===== config.mk =====
export PLATFORM = sky130hd
export DESIGN_NAME = rotary_encoder_button_event_stack_top
export DESIGN_NICKNAME = d
export VERILOG_FILES = /design/src/rebs_pkg.sv /design/src/rebs_in_reg.sv /design/src/rebs_core.sv /design/src/rotary_encoder_button_event_stack_top.sv
export VERILOG_INCLUDE_DIRS = /design/src /design/src/src
export SDC_FILE = /design/constraint.sdc
export NUM_CORES = 1
export LEC_CHECK = 0
export BUFFER_PORTS_ARGS = -buffer_cell sky130_fd_sc_hd__buf_2
export CAP_MARGIN = 20
export CORE_UTILIZATION = 60
export CTS_BUF_LIST = sky130_fd_sc_hd__clkbuf_4 sky130_fd_sc_hd__clkbuf_8
export DETAILED_ROUTE_END_ITERATION = 7
export PLACE_DENSITY = 0.9
export REMOVE_ABC_BUFFERS = 1
export SETUP_SLACK_MARGIN = 0.5
export SKIP_CTS_REPAIR_TIMING = 1
export SLEW_MARGIN = 10
export SYNTH_ARGS = -nofsm -noshare
export SYNTH_HDL_FRONTEND = slang
export SYNTH_SLANG_ARGS = --single-unit

===== constraint.sdc =====
create_clock -name clk -period 4.25 [get_ports clk]
set_input_delay 0.6375 -clock clk [delete_from_list [all_inputs] [get_ports clk]]
set_output_delay 0.6375 -clock clk [all_outputs]
set_load 0.01 [all_outputs]

===== src/assert_macros.svh =====
`ifndef ASSERT_MACROS_SVH
`define ASSERT_MACROS_SVH

// Property checked on every rising edge of clk, off while rst_n is low
`define REBS_ASSERT(label, prop, msg) \
    label: assert property (@(posedge clk) disable iff (!rst_n) (prop)) else $error(msg);

// Condition that must never be seen on a clock edge
`define REBS_NEVER(label, cond, msg) \
    `REBS_ASSERT(label, !(cond), msg)

`endif


===== src/rebs_pkg.sv =====
package rebs_pkg;

    // Event stack geometry
    localparam int STACK_DEPTH = 8;
    localparam int CNT_W       = $clog2(STACK_DEPTH + 1);
    localparam int IDX_W       = (STACK_DEPTH > 1) ? $clog2(STACK_DEPTH) : 1;

    // Stream widths
    localparam int S_TDATA_W = 8;
    localparam int S_TUSER_W = 2;
    localparam int M_TDATA_W = 8;
    localparam int PEND_W    = 4;

    // Reset values of the decoder state
    localparam logic [3:0] HIST_RESET = 4'd3;
    localparam logic       BTN_RESET  = 1'b1;

    typedef enum logic [1:0] {
        MODE_ENC  = 2'd0,
        MODE_BTN  = 2'd1,
        MODE_READ = 2'd2
    } mode_t;

    typedef enum logic [1:0] {
        EV_NONE  = 2'd0,
        EV_OK    = 2'd1,
        EV_RIGHT = 2'd2,
        EV_LEFT  = 2'd3
    } event_t;

    typedef struct packed {
        logic [1:0] mode;
        logic       enc_a;
        logic       enc_b;
        logic       button_level;
    } item_t;

    typedef struct packed {
        event_t              event_code;
        logic [PEND_W-1:0]   pending_count;
        logic                dropped;
    } result_t;

    // Quadrature step from {previous A, previous B, A, B}
    function automatic logic signed [1:0] step_lookup(input logic [3:0] hist);
        logic signed [1:0] step;
        case (hist)
            4'd1, 4'd7, 4'd8, 4'd14: step = -2'sd1;
            4'd2, 4'd4, 4'd11, 4'd13: step = 2'sd1;
            default: step = 2'sd0;
        endcase
        return step;
    endfunction

endpackage


===== src/rebs_in_reg.sv =====
module rebs_in_reg (
    input  logic                            clk,
    input  logic                            rst_n,
    input  logic                            s_axis_tvalid,
    output logic                            s_axis_tready,
    // tdata: enc_a, enc_b, button_level, zero fill
    input  logic [rebs_pkg::S_TDATA_W-1:0]  s_axis_tdata,
    // tuser: mode
    input  logic [rebs_pkg::S_TUSER_W-1:0]  s_axis_tuser,
    input  logic                            take,
    output logic                            item_valid,
    output rebs_pkg::item_t                 item
);
    import rebs_pkg::*;

    logic  valid_reg;
    logic  valid_next;
    item_t item_reg;
    logic  accept;

    // Slot is free when empty or being drained this cycle
    assign s_axis_tready = !valid_reg || take;
    assign accept        = s_axis_tvalid && s_axis_tready;

    always_comb
    begin
        valid_next = valid_reg;
        if (accept)
        begin
            valid_next = 1'b1;
        end
        else if (take)
        begin
            valid_next = 1'b0;
        end
    end

    always_ff @(posedge clk or negedge rst_n)
    begin
        if (!rst_n)
        begin
            valid_reg <= 1'b0;
        end
        else
        begin
            valid_reg <= valid_next;
        end
    end

    // Payload capture
    always_ff @(posedge clk)
    begin
        if (accept)
        begin
            item_reg.mode         <= s_axis_tuser[1:0];
            item_reg.enc_a        <= s_axis_tdata[0];
            item_reg.enc_b        <= s_axis_tdata[1];
            item_reg.button_level <= s_axis_tdata[2];
        end
    end

    assign item_valid = valid_reg;
    assign item       = item_reg;

endmodule


===== src/rebs_core.sv =====
module rebs_core (
    input  logic              clk,
    input  logic              rst_n,
    input  logic              item_valid,
    input  rebs_pkg::item_t   item,
    output logic              take,
    output logic              res_valid,
    input  logic              res_ready,
    output rebs_pkg::result_t result
);
    import rebs_pkg::*;

    // Decoder state
    logic [3:0]        hist_reg, hist_next;
    logic signed [2:0] sum_reg, sum_next;
    logic              btn_reg, btn_next;
    logic [CNT_W-1:0]  cnt_reg, cnt_next;
    event_t            store_reg [STACK_DEPTH];

    // Result register
    logic              out_valid_reg, out_valid_next;
    result_t           result_reg;

    logic              advance;
    logic [3:0]        hist_cand;
    logic signed [2:0] sum_cand;
    logic              full;
    logic              raise;
    event_t            raise_code;
    logic              push;
    logic              drop;
    event_t            pop_code;
    logic [CNT_W-1:0]  pop_cnt;
    logic [IDX_W-1:0]  pop_idx;
    logic [IDX_W-1:0]  push_idx;

    assign advance  = item_valid && (!out_valid_reg || res_ready);
    assign take     = advance;
    assign full     = (cnt_reg == CNT_W'(STACK_DEPTH));
    assign pop_cnt  = cnt_reg - CNT_W'(1);
    assign pop_idx  = pop_cnt[IDX_W-1:0];
    assign push_idx = cnt_reg[IDX_W-1:0];

    // Encoder step and running sum
    assign hist_cand = {hist_reg[1:0], item.enc_a, item.enc_b};
    always_comb
    begin
        logic signed [1:0] step;
        step     = step_lookup(hist_cand);
        sum_cand = sum_reg + {step[1], step};
    end

    // Per-item update
    always_comb
    begin
        hist_next  = hist_reg;
        sum_next   = sum_reg;
        btn_next   = btn_reg;
        cnt_next   = cnt_reg;
        raise      = 1'b0;
        raise_code = EV_NONE;
        pop_code   = EV_NONE;
        case (mode_t'(item.mode))
            MODE_ENC:
            begin
                hist_next = hist_cand;
                if (sum_cand > 3'sd1)
                begin
                    raise      = 1'b1;
                    raise_code = EV_RIGHT;
                    sum_next   = 3'sd0;
                end
                else if (sum_cand < -3'sd1)
                begin
                    raise      = 1'b1;
                    raise_code = EV_LEFT;
                    sum_next   = 3'sd0;
                end
                else
                begin
                    sum_next = sum_cand;
                end
            end
            MODE_BTN:
            begin
                if (item.button_level != btn_reg)
                begin
                    btn_next = item.button_level;
                    if (!item.button_level)
                    begin
                        raise      = 1'b1;
                        raise_code = EV_OK;
                    end
                end
            end
            MODE_READ:
            begin
                if (cnt_reg != '0)
                begin
                    cnt_next = pop_cnt;
                    pop_code = store_reg[pop_idx];
                end
            end
            default:
            begin
                // unused mode: state holds
            end
        endcase
        push = raise && !full;
        drop = raise && full;
        if (push)
        begin
            cnt_next = cnt_reg + CNT_W'(1);
        end
    end

    // Output valid: set on a new result, cleared on a downstream transfer
    always_comb
    begin
        out_valid_next = out_valid_reg;
        if (advance)
        begin
            out_valid_next = 1'b1;
        end
        else if (res_ready)
        begin
            out_valid_next = 1'b0;
        end
    end

    always_ff @(posedge clk or negedge rst_n)
    begin
        if (!rst_n)
        begin
            hist_reg      <= HIST_RESET;
            sum_reg       <= 3'sd0;
            btn_reg       <= BTN_RESET;
            cnt_reg       <= '0;
            out_valid_reg <= 1'b0;
        end
        else
        begin
            out_valid_reg <= out_valid_next;
            if (advance)
            begin
                hist_reg <= hist_next;
                sum_reg  <= sum_next;
                btn_reg  <= btn_next;
                cnt_reg  <= cnt_next;
            end
        end
    end

    // Stack entries and result payload
    always_ff @(posedge clk)
    begin
        if (advance && push)
        begin
            store_reg[push_idx] <= raise_code;
        end
        if (advance)
        begin
            result_reg.event_code    <= pop_code;
            result_reg.pending_count <= PEND_W'(cnt_next);
            result_reg.dropped       <= drop;
        end
    end

    assign res_valid = out_valid_reg;
    assign result    = result_reg;

endmodule


===== src/rotary_encoder_button_event_stack_top.sv =====
// Quadrature encoder and push-button decoder feeding a LIFO event stack.
// Each input transfer carries a mode in tuser (encoder sample, button sample
// or read) and returns exactly one result transfer with the popped event
// (none, OK, RIGHT, LEFT), the number of events still stacked and a drop
// flag for an event lost to a full stack. Throughput is one item per clock
// while m_axis_tready is high: an input register and a result register
// bracket a single pass of logic, and each item passes through both before
// its result is presented. Backpressure on m_axis_tready reaches
// s_axis_tready in the same cycle; the input register keeps taking items
// while a result waits, as long as the result register frees up. Stack
// entries need no clearing after reset.
`include "assert_macros.svh"

module rotary_encoder_button_event_stack_top (
    input  logic                            clk,
    input  logic                            rst_n,
    input  logic                            s_axis_tvalid,
    output logic                            s_axis_tready,
    // tdata: [0] enc_a, [1] enc_b, [2] button_level, [7:3] zero
    input  logic [rebs_pkg::S_TDATA_W-1:0]  s_axis_tdata,
    // tuser: [1:0] mode
    input  logic [rebs_pkg::S_TUSER_W-1:0]  s_axis_tuser,
    output logic                            m_axis_tvalid,
    input  logic                            m_axis_tready,
    // tdata: [1:0] event_code, [5:2] pending_count, [6] dropped, [7] zero
    output logic [rebs_pkg::M_TDATA_W-1:0]  m_axis_tdata
);
    import rebs_pkg::*;

    logic    item_valid;
    item_t   item;
    logic    take;
    result_t result;

    rebs_in_reg u_in_reg (
        .clk           (clk),
        .rst_n         (rst_n),
        .s_axis_tvalid (s_axis_tvalid),
        .s_axis_tready (s_axis_tready),
        .s_axis_tdata  (s_axis_tdata),
        .s_axis_tuser  (s_axis_tuser),
        .take          (take),
        .item_valid    (item_valid),
        .item          (item)
    );

    rebs_core u_core (
        .clk        (clk),
        .rst_n      (rst_n),
        .item_valid (item_valid),
        .item       (item),
        .take       (take),
        .res_valid  (m_axis_tvalid),
        .res_ready  (m_axis_tready),
        .result     (result)
    );

    // Pack result fields, lowest first
    assign m_axis_tdata = M_TDATA_W'({result.dropped, result.pending_count,
                                      result.event_code});

    // Checks
    `REBS_NEVER(a_count_range,
        m_axis_tvalid && (result.pending_count > PEND_W'(STACK_DEPTH)),
        "pending count beyond stack depth")
    `REBS_ASSERT(a_drop_full,
        (m_axis_tvalid && result.dropped) |-> (result.pending_count == PEND_W'(STACK_DEPTH)),
        "drop reported with room left in the stack")
    `REBS_NEVER(a_pop_no_drop,
        m_axis_tvalid && result.dropped && (result.event_code != EV_NONE),
        "read returned an event and a drop together")
    `REBS_ASSERT(a_stall_holds_item,
        (item_valid && m_axis_tvalid && !m_axis_tready) |=> item_valid,
        "input item lost while the result was stalled")

endmodule

== Word-level counts from Yosys, hierarchy flattened ==
Memories as Yosys holds them, arrays and structs flattened. A register that Yosys moved wholly into a read port is not among the register bits.
Cells that the tools add are included.
Cells by class
  magnitude comparators: 2
  reduce and logical (&&, ||, !) cells: 18
  add/sub/neg operators: 3
  eq/ne operators: 4
  muxes and demuxes: 21
Operator list (number)
  $mux 4: 3
  $mux 1: 11
  $mux 2: 3
  $mux 3: 2
  $logic_and 1x1->1: 5
  $add 4x1->4 const B: 1
  $eq 4x4->1 const B: 1
  $logic_not 1->1: 4
  $pmux 2 s2: 1
  $reduce_and 2->1: 2
  $reduce_bool 2->1: 2
  $reduce_bool 4->1: 1
  $sub 4x1->4 const B: 1
  $add 3x3->3: 1
  $gt 3x2->1 const B: 1
  $lt 3x1->1 const B: 1
  $reduce_and 3->1: 1
  $eq 2x1->1 const B: 1
  $eq 2x2->1 const B: 1
  $logic_not 2->1: 1
  $logic_or 1x1->1: 2
  $pmux 1 s2: 1
  $ne 1x1->1: 1
Storage, ports and cells
  word-level logic and storage cells: 62
  ROM bits: 32
  memory bits (writable): 16
  memories kept: 2
  input port bits: 14
  register bits: 22
Memories
  (name not given): depth 16, bits a word 2, read ports 1, clocked after Yosys merged registers in 0, write ports 0, line rebs_pkg.sv:47  | case (hist)
  u_core.store_reg: depth 8, bits a word 2, read ports 1, clocked after Yosys merged registers in 1, write ports 1, line rebs_core.sv:18  | event_t store_reg [STACK_DEPTH];

== Longest topological paths before layout ==
An unclocked memory read counts as a cell.
  depth after elaboration: 10
  depth in mapped cells: 17
  mapped depth without buffers: 16

== By module ==
Synthesis repeated with hierarchy kept, for this count alone.
Unflattened totals
  cell total of the unflattened synthesis: 171
  area total of the unflattened synthesis: 2065.7 µm²
Modules (own cells, without submodules)
  rebs_core: times used 1, cells an instance 160, area each 1850.5 µm², sequential area each 969.7 µm²
  rebs_in_reg: times used 1, cells an instance 9, area each 203.9 µm², sequential area each 175.2 µm²
  rotary_encoder_button_event_stack_top: times used 1, cells an instance 2, area each 11.3 µm², sequential area each 0.0 µm²

== Least setup slack after synthesis ==
Ideal clock, no wire load.
  path type: register to register
  start: register u_in_reg.item_reg (netlist bit u_in_reg.item[1])
  end: memory u_core.store_reg[6][0] (netlist name) (enable)
  arrival: 3.461 ns
  path slack: 0.460 ns
  clock period less this slack: 3.790 ns
  cell stages (with the launch flop): 18
  cells stage by stage: edfxtp_1 inv_1 ha_1 xnor2_1 xnor2_1 ha_1 inv_1 fa_1 xnor2_1 xnor2_1 inv_1 ha_1 nand2b_1 a21o_1 and3_2 clkbuf_1 nand2b_4 nor3_1
Between the ends
  word-level cells in the longest chain between the ends: 10
  elaborated cells on any way between the ends: 11
RTL lines
  from (decl): line rebs_in_reg.sv:18  | item_t item_reg;
  $mem_v2 16x2 (*)
  $add 3x3->3 (*): line rebs_core.sv:50  | sum_cand = sum_reg + {step[1], step};
  $lt 3x1->1: line rebs_core.sv:73  | else if (sum_cand < -3'sd1)
  $mux 1: line rebs_core.sv:73
  $mux 1 (*): line rebs_core.sv:67  | if (sum_cand > 3'sd1)
  $pmux 1 s2 (*): line rebs_core.sv:63  | case (mode_t'(item.mode))
  $logic_and 1x1->1 (*): line rebs_core.sv:109  | push = raise && !full;
  $logic_and 1x1->1 (*): line rebs_core.sv:157  | if (advance && push)
  $mux 1 (*): line rebs_core.sv:157
  $mux 1 (not written as such) (*): line rebs_core.sv:159  | store_reg[push_idx] <= raise_code;
  to (decl): line rebs_core.sv:18
Every way passes the cells marked *; elsewhere a longest branch is shown, timed or not.

== Worst setup path after layout ==
  start: register u_in_reg.item_reg (netlist bit u_in_reg.item[2])
  end: register u_core.result_reg (netlist bit u_core.result[2]) (data pin)
Between the ends
  word-level cells in the longest chain between the ends: 8
  elaborated cells on any way between the ends: 9
RTL lines
  $mem_v2 16x2 (*)
  $add 3x3->3 (*): line rebs_core.sv:50
  $lt 3x1->1: line rebs_core.sv:73
  $mux 1: line rebs_core.sv:73
  $mux 1 (*): line rebs_core.sv:67
  $pmux 1 s2 (*): line rebs_core.sv:63
  $logic_and 1x1->1 (*): line rebs_core.sv:109
  $mux 4 (*): line rebs_core.sv:111  | if (push)
  named net u_core.cnt_next[1]: line rebs_core.sv:17  | logic [CNT_W-1:0] cnt_reg, cnt_next;
  to (decl): line rebs_core.sv:22  | result_t result_reg;
Mark *: on every way through the listed nets, which the timed path passes. The rest lies on a longest branch.
A chain may end at the register's enable or synchronous reset.

==> impl_metrics.env <==
export IMPL_status="complete, no violations"
export IMPL_die_x_um=61.0
export IMPL_post_synth_num_cell_types=46
export IMPL_drive_gt1_share_pct=36.7
export IMPL_maximum_fanout_along_the_worst_path=8
export IMPL_routedWlPerCell_um=16.8
export IMPL_area_growth_pct=19.1
export IMPL_cell_types_occupying_the_most_area_after_synthesis="edfxtp_1 (40%), dfrtp_1 (11%), ha_1 (5.4%)"
export IMPL_timing_rr_start="u_in_reg.item[2]$_DFFE_PP_"
export IMPL_ctsHtreeMaxLevel=2
export IMPL_top_level_ports=24
export IMPL_via_count_of_the_first_global_routing_pass=1266
export IMPL_number_of_hold_slack_violations_in_the_final_timing_report=0
export IMPL_worstRegToRegCells=18
export IMPL_cts_root_buffer="clkbuf_4"
export IMPL_mappedNetlistArea_sq_um=2090
export IMPL_critical_path_arrival_ns=4.04
export IMPL_period_share_pct=92.0
export IMPL_placed_cells=228
export IMPL_drc=0
export IMPL_yosys_area_top_type_share_pct=40.3
export IMPL_setup_repair_after_global_routing_missed_its_margin="true"
export IMPL_startpoint_type="register"
export IMPL_max_freq_mhz=256
export IMPL_dieHeight_um=61.0
export IMPL_insertion_delay_ns=0.36
export IMPL_syn_avg_cell_area_sq_um=12.1
export IMPL_gp_congestion=0.795
export IMPL_post_synth_inst_count=172
export IMPL_clock_skew_final_ns=0.0121
export IMPL_main_combinational_cell_family_by_area_after_synthesis="simple AND/OR/NAND/NOR gates"
export IMPL_cp_data_required_time_ns=4.38
export IMPL_synth_seq_area_share_pct=54.8
export IMPL_setup_violations=0
export IMPL_global_route_usage_total_pct=22.2
export IMPL_post_route_util_pct=74.5
export IMPL_number_of_nets_with_antenna_violations_after_routing=0
export IMPL_finalMaxSlewViolations=0
export IMPL_route_vias_total=1460
export IMPL_final_total_negative_setup_slack_ns=0
export IMPL_power_ir_vdd_worst_uv=320
export IMPL_design_final_nets=222
export IMPL_route_detailed_vias_per_inst=5.96
export IMPL_grt_pass1_wl_mm=5.71
export IMPL_maxCapViolations=0
export IMPL_maximum_number_of_pins_on_one_net_before_global_route_repair=18
export IMPL_max_slew_worst_pin_slew_ns=0.777
export IMPL_async_flop_share_pct=30.0
export IMPL_synthSimpleGateAreaFrac_pct=16.1
export IMPL_detailed_place_area_sq_um=2200
export IMPL_detail_route_wirelength_mm=4.12
export IMPL_fin_crit_ns=3.91
export IMPL_synthAdderAreaFrac_pct=6.35
export IMPL_yosys_register_bits=40
export IMPL_hold_slack_ns=0.137
export IMPL_buffer_levels_on_the_longest_clock_path=2
export IMPL_floorplan_initialDensity_pct=62.6
export IMPL_reg2reg_setup_slack_ns=0.34
export IMPL_clkSlewWorstSetupHoldPaths_ns=0.13
export IMPL_fin_cells=245
export IMPL_drt_iter0_drc=104
export IMPL_clock_sinks=40
export IMPL_detailed_place_hpwl_mm=2.66
export IMPL_power_per_cell_area_nw_per_um2=626
export IMPL_synth_compound_gate_area_share_pct=7.73
export IMPL_worstSetupPathType="register to register"
export IMPL_firstDrtPassIters=4
export IMPL_core_region_area_sq_um=3340
export IMPL_placementRows=21
export IMPL_leakage_power_nw=0.949
export IMPL_synth_xor_xnor_area_share_pct=3.77
export IMPL_number_of_flip_flops_under_the_largest_register_name=16
export IMPL_yosys_most_used_dff="edfxtp_1"
export IMPL_finalInstanceArea_sq_um=2490
export IMPL_synth_edff_count=28
export IMPL_worst_hold_path_type="input pin to async pin"
export IMPL_setup_crit_end_kind="register"
export IMPL_grt_ovfl_total=0
export IMPL_regToRegEndpoint="u_core.result[2]$_DFFE_PP_"
export IMPL_synthMuxAreaShare_pct=7.43
export IMPL_die_area_sq_um=3720
export IMPL_antenna_found_initial=0
export IMPL_most_area_hungry_cell_type_in_the_yosys_netlist="edfxtp_1"
export IMPL_synth_warnings=0
export IMPL_tritoncts="yes"
export IMPL_slew_headroom_pct=47.8
export IMPL_n_antenna_cell=0
export IMPL_numCtsBuffers=5
export IMPL_io_buffers=17
-- cells by family (layout without fill, tap and decap cells) --
family                     Yosys count  after routing
and+or+nand+nor                     61             61
other                                1              1
xor gates and xnor gates             9              9
buffers and inverters               19             46
adders and majority gates           10             10
muxes                                9              9
DFF                                 40             40
AOI/OAI and AO/OA                   23             23
-- synth_stat cells, types with 2 or more instances --
library cell   n
or3_1          2
xnor2_1        7
o21ai_0        9
ha_1           9
nor4_1         2
xor2_1         2
mux4_2         5
dfstp_2        3
inv_1         11
edfxtp_1      28
a31oi_1        2
a21oi_1        2
mux2i_1        2
clkbuf_1       5
a211oi_1       2
mux2_2         2
nand2b_1       5
nand2_1       10
nor2b_1        2
nand3_1        5
nor3_1        10
dfrtp_1        9
nand3b_1       2
nor2_1        14
-- critical path, cell delays in order (launching register included) --
cell	delay (ns)
edfxtp_1	0.46
inv_2	0.12
ha_4	0.21
xnor2_2	0.14
xnor2_1	0.20
ha_2	0.21
inv_2	0.04
fa_2	0.38
xnor2_4	0.18
xnor2_2	0.29
inv_2	0.11
ha_4	0.31
nand2b_4	0.06
a21o_4	0.22
a31oi_4	0.19
buf_4	0.15
buf_6	0.12
nor3_2	0.05
a211o_2	0.27
-- final cells by class --
type / count / area (sq um)
Inverter: 11 / 41.3
Clock inverter: 3 / 47.5
Fill cell: 204 / 850
Multi-Input combinational cell: 113 / 995
Tap cell: 46 / 57.6
Sequential cell: 40 / 1140
Clock buffer: 5 / 37.5
Timing Repair Buffer: 27 / 164
-- how the worst max path moves through the flow --
stage | start | end | slack, ns | cells past startpoint
after global routing | u_in_reg.item[1]$_DFFE_PP_ | u_core.store_reg[0][0]$_DFFE_PP_ | 0.18 | 16
after CTS | u_in_reg.item[2]$_DFFE_PP_ | u_core.store_reg[6][0]$_DFFE_PP_ | 0.09 | 16
final | u_in_reg.item[2]$_DFFE_PP_ | u_core.result[2]$_DFFE_PP_ | 0.34 | 18
after detailed placement | u_in_reg.item[2]$_DFFE_PP_ | u_core.store_reg[6][0]$_DFFE_PP_ | 0.11 | 16
after floorplan | u_in_reg.item[1]$_DFFE_PP_ | u_core.store_reg[0][0]$_DFFE_PP_ | 0.53 | 16
after global placement | u_in_reg.item[1]$_DFFE_PP_ | u_core.store_reg[7][0]$_DFFE_PP_ | 0.33 | 15
-- metal layers --
metal / up-vias / wire, um / GRT usage, %
li1: 671 / - / -
met5: - / 0 / 0
met1: 723 / 1610 / 26.4
met4: 0 / 107 / 9.42
met2: 54 / 2170 / 37.5
met3: 12 / 228 / 6.61
-- stage by stage --
stage                     worst slack, ns  total power, W
after CTS                          0.0887         0.00142
after floorplan                     0.526         0.00102
after global placement              0.331         0.00112
after global routing                0.176         0.00164
after detailed placement            0.113         0.00116
final                               0.338         0.00156
-- power by group --
| group | total, W | internal [W] | switching (W) |
|---|---|---|---|
| combinational | 0.000693 | 0.000325 | 0.000368 |
| clock | 0.000258 | 0.000126 | 0.000132 |
| sequential | 0.000607 | 0.000516 | 0.0000914 |
| total | 0.00156 | 0.000967 | 0.000592 |
-- layout by cell type (no fill, tap or decap), types with 3 or more instances in the layout --
| cell | instances |
|---|---|
| clkbuf_4 | 5 |
| nand2b_1 | 4 |
| inv_1 | 7 |
| ha_1 | 6 |
| inv_2 | 4 |
| buf_2 | 17 |
| nor3_1 | 5 |
| mux4_2 | 5 |
| nor2_1 | 13 |
| nand3_1 | 5 |
| buf_4 | 9 |
| nand2_1 | 10 |
| dfrtp_1 | 9 |
| xnor2_1 | 4 |
| nor3_2 | 5 |
| o21ai_0 | 9 |
| dfstp_2 | 3 |
| edfxtp_1 | 28 |
(Power assumes the default switching activity.)
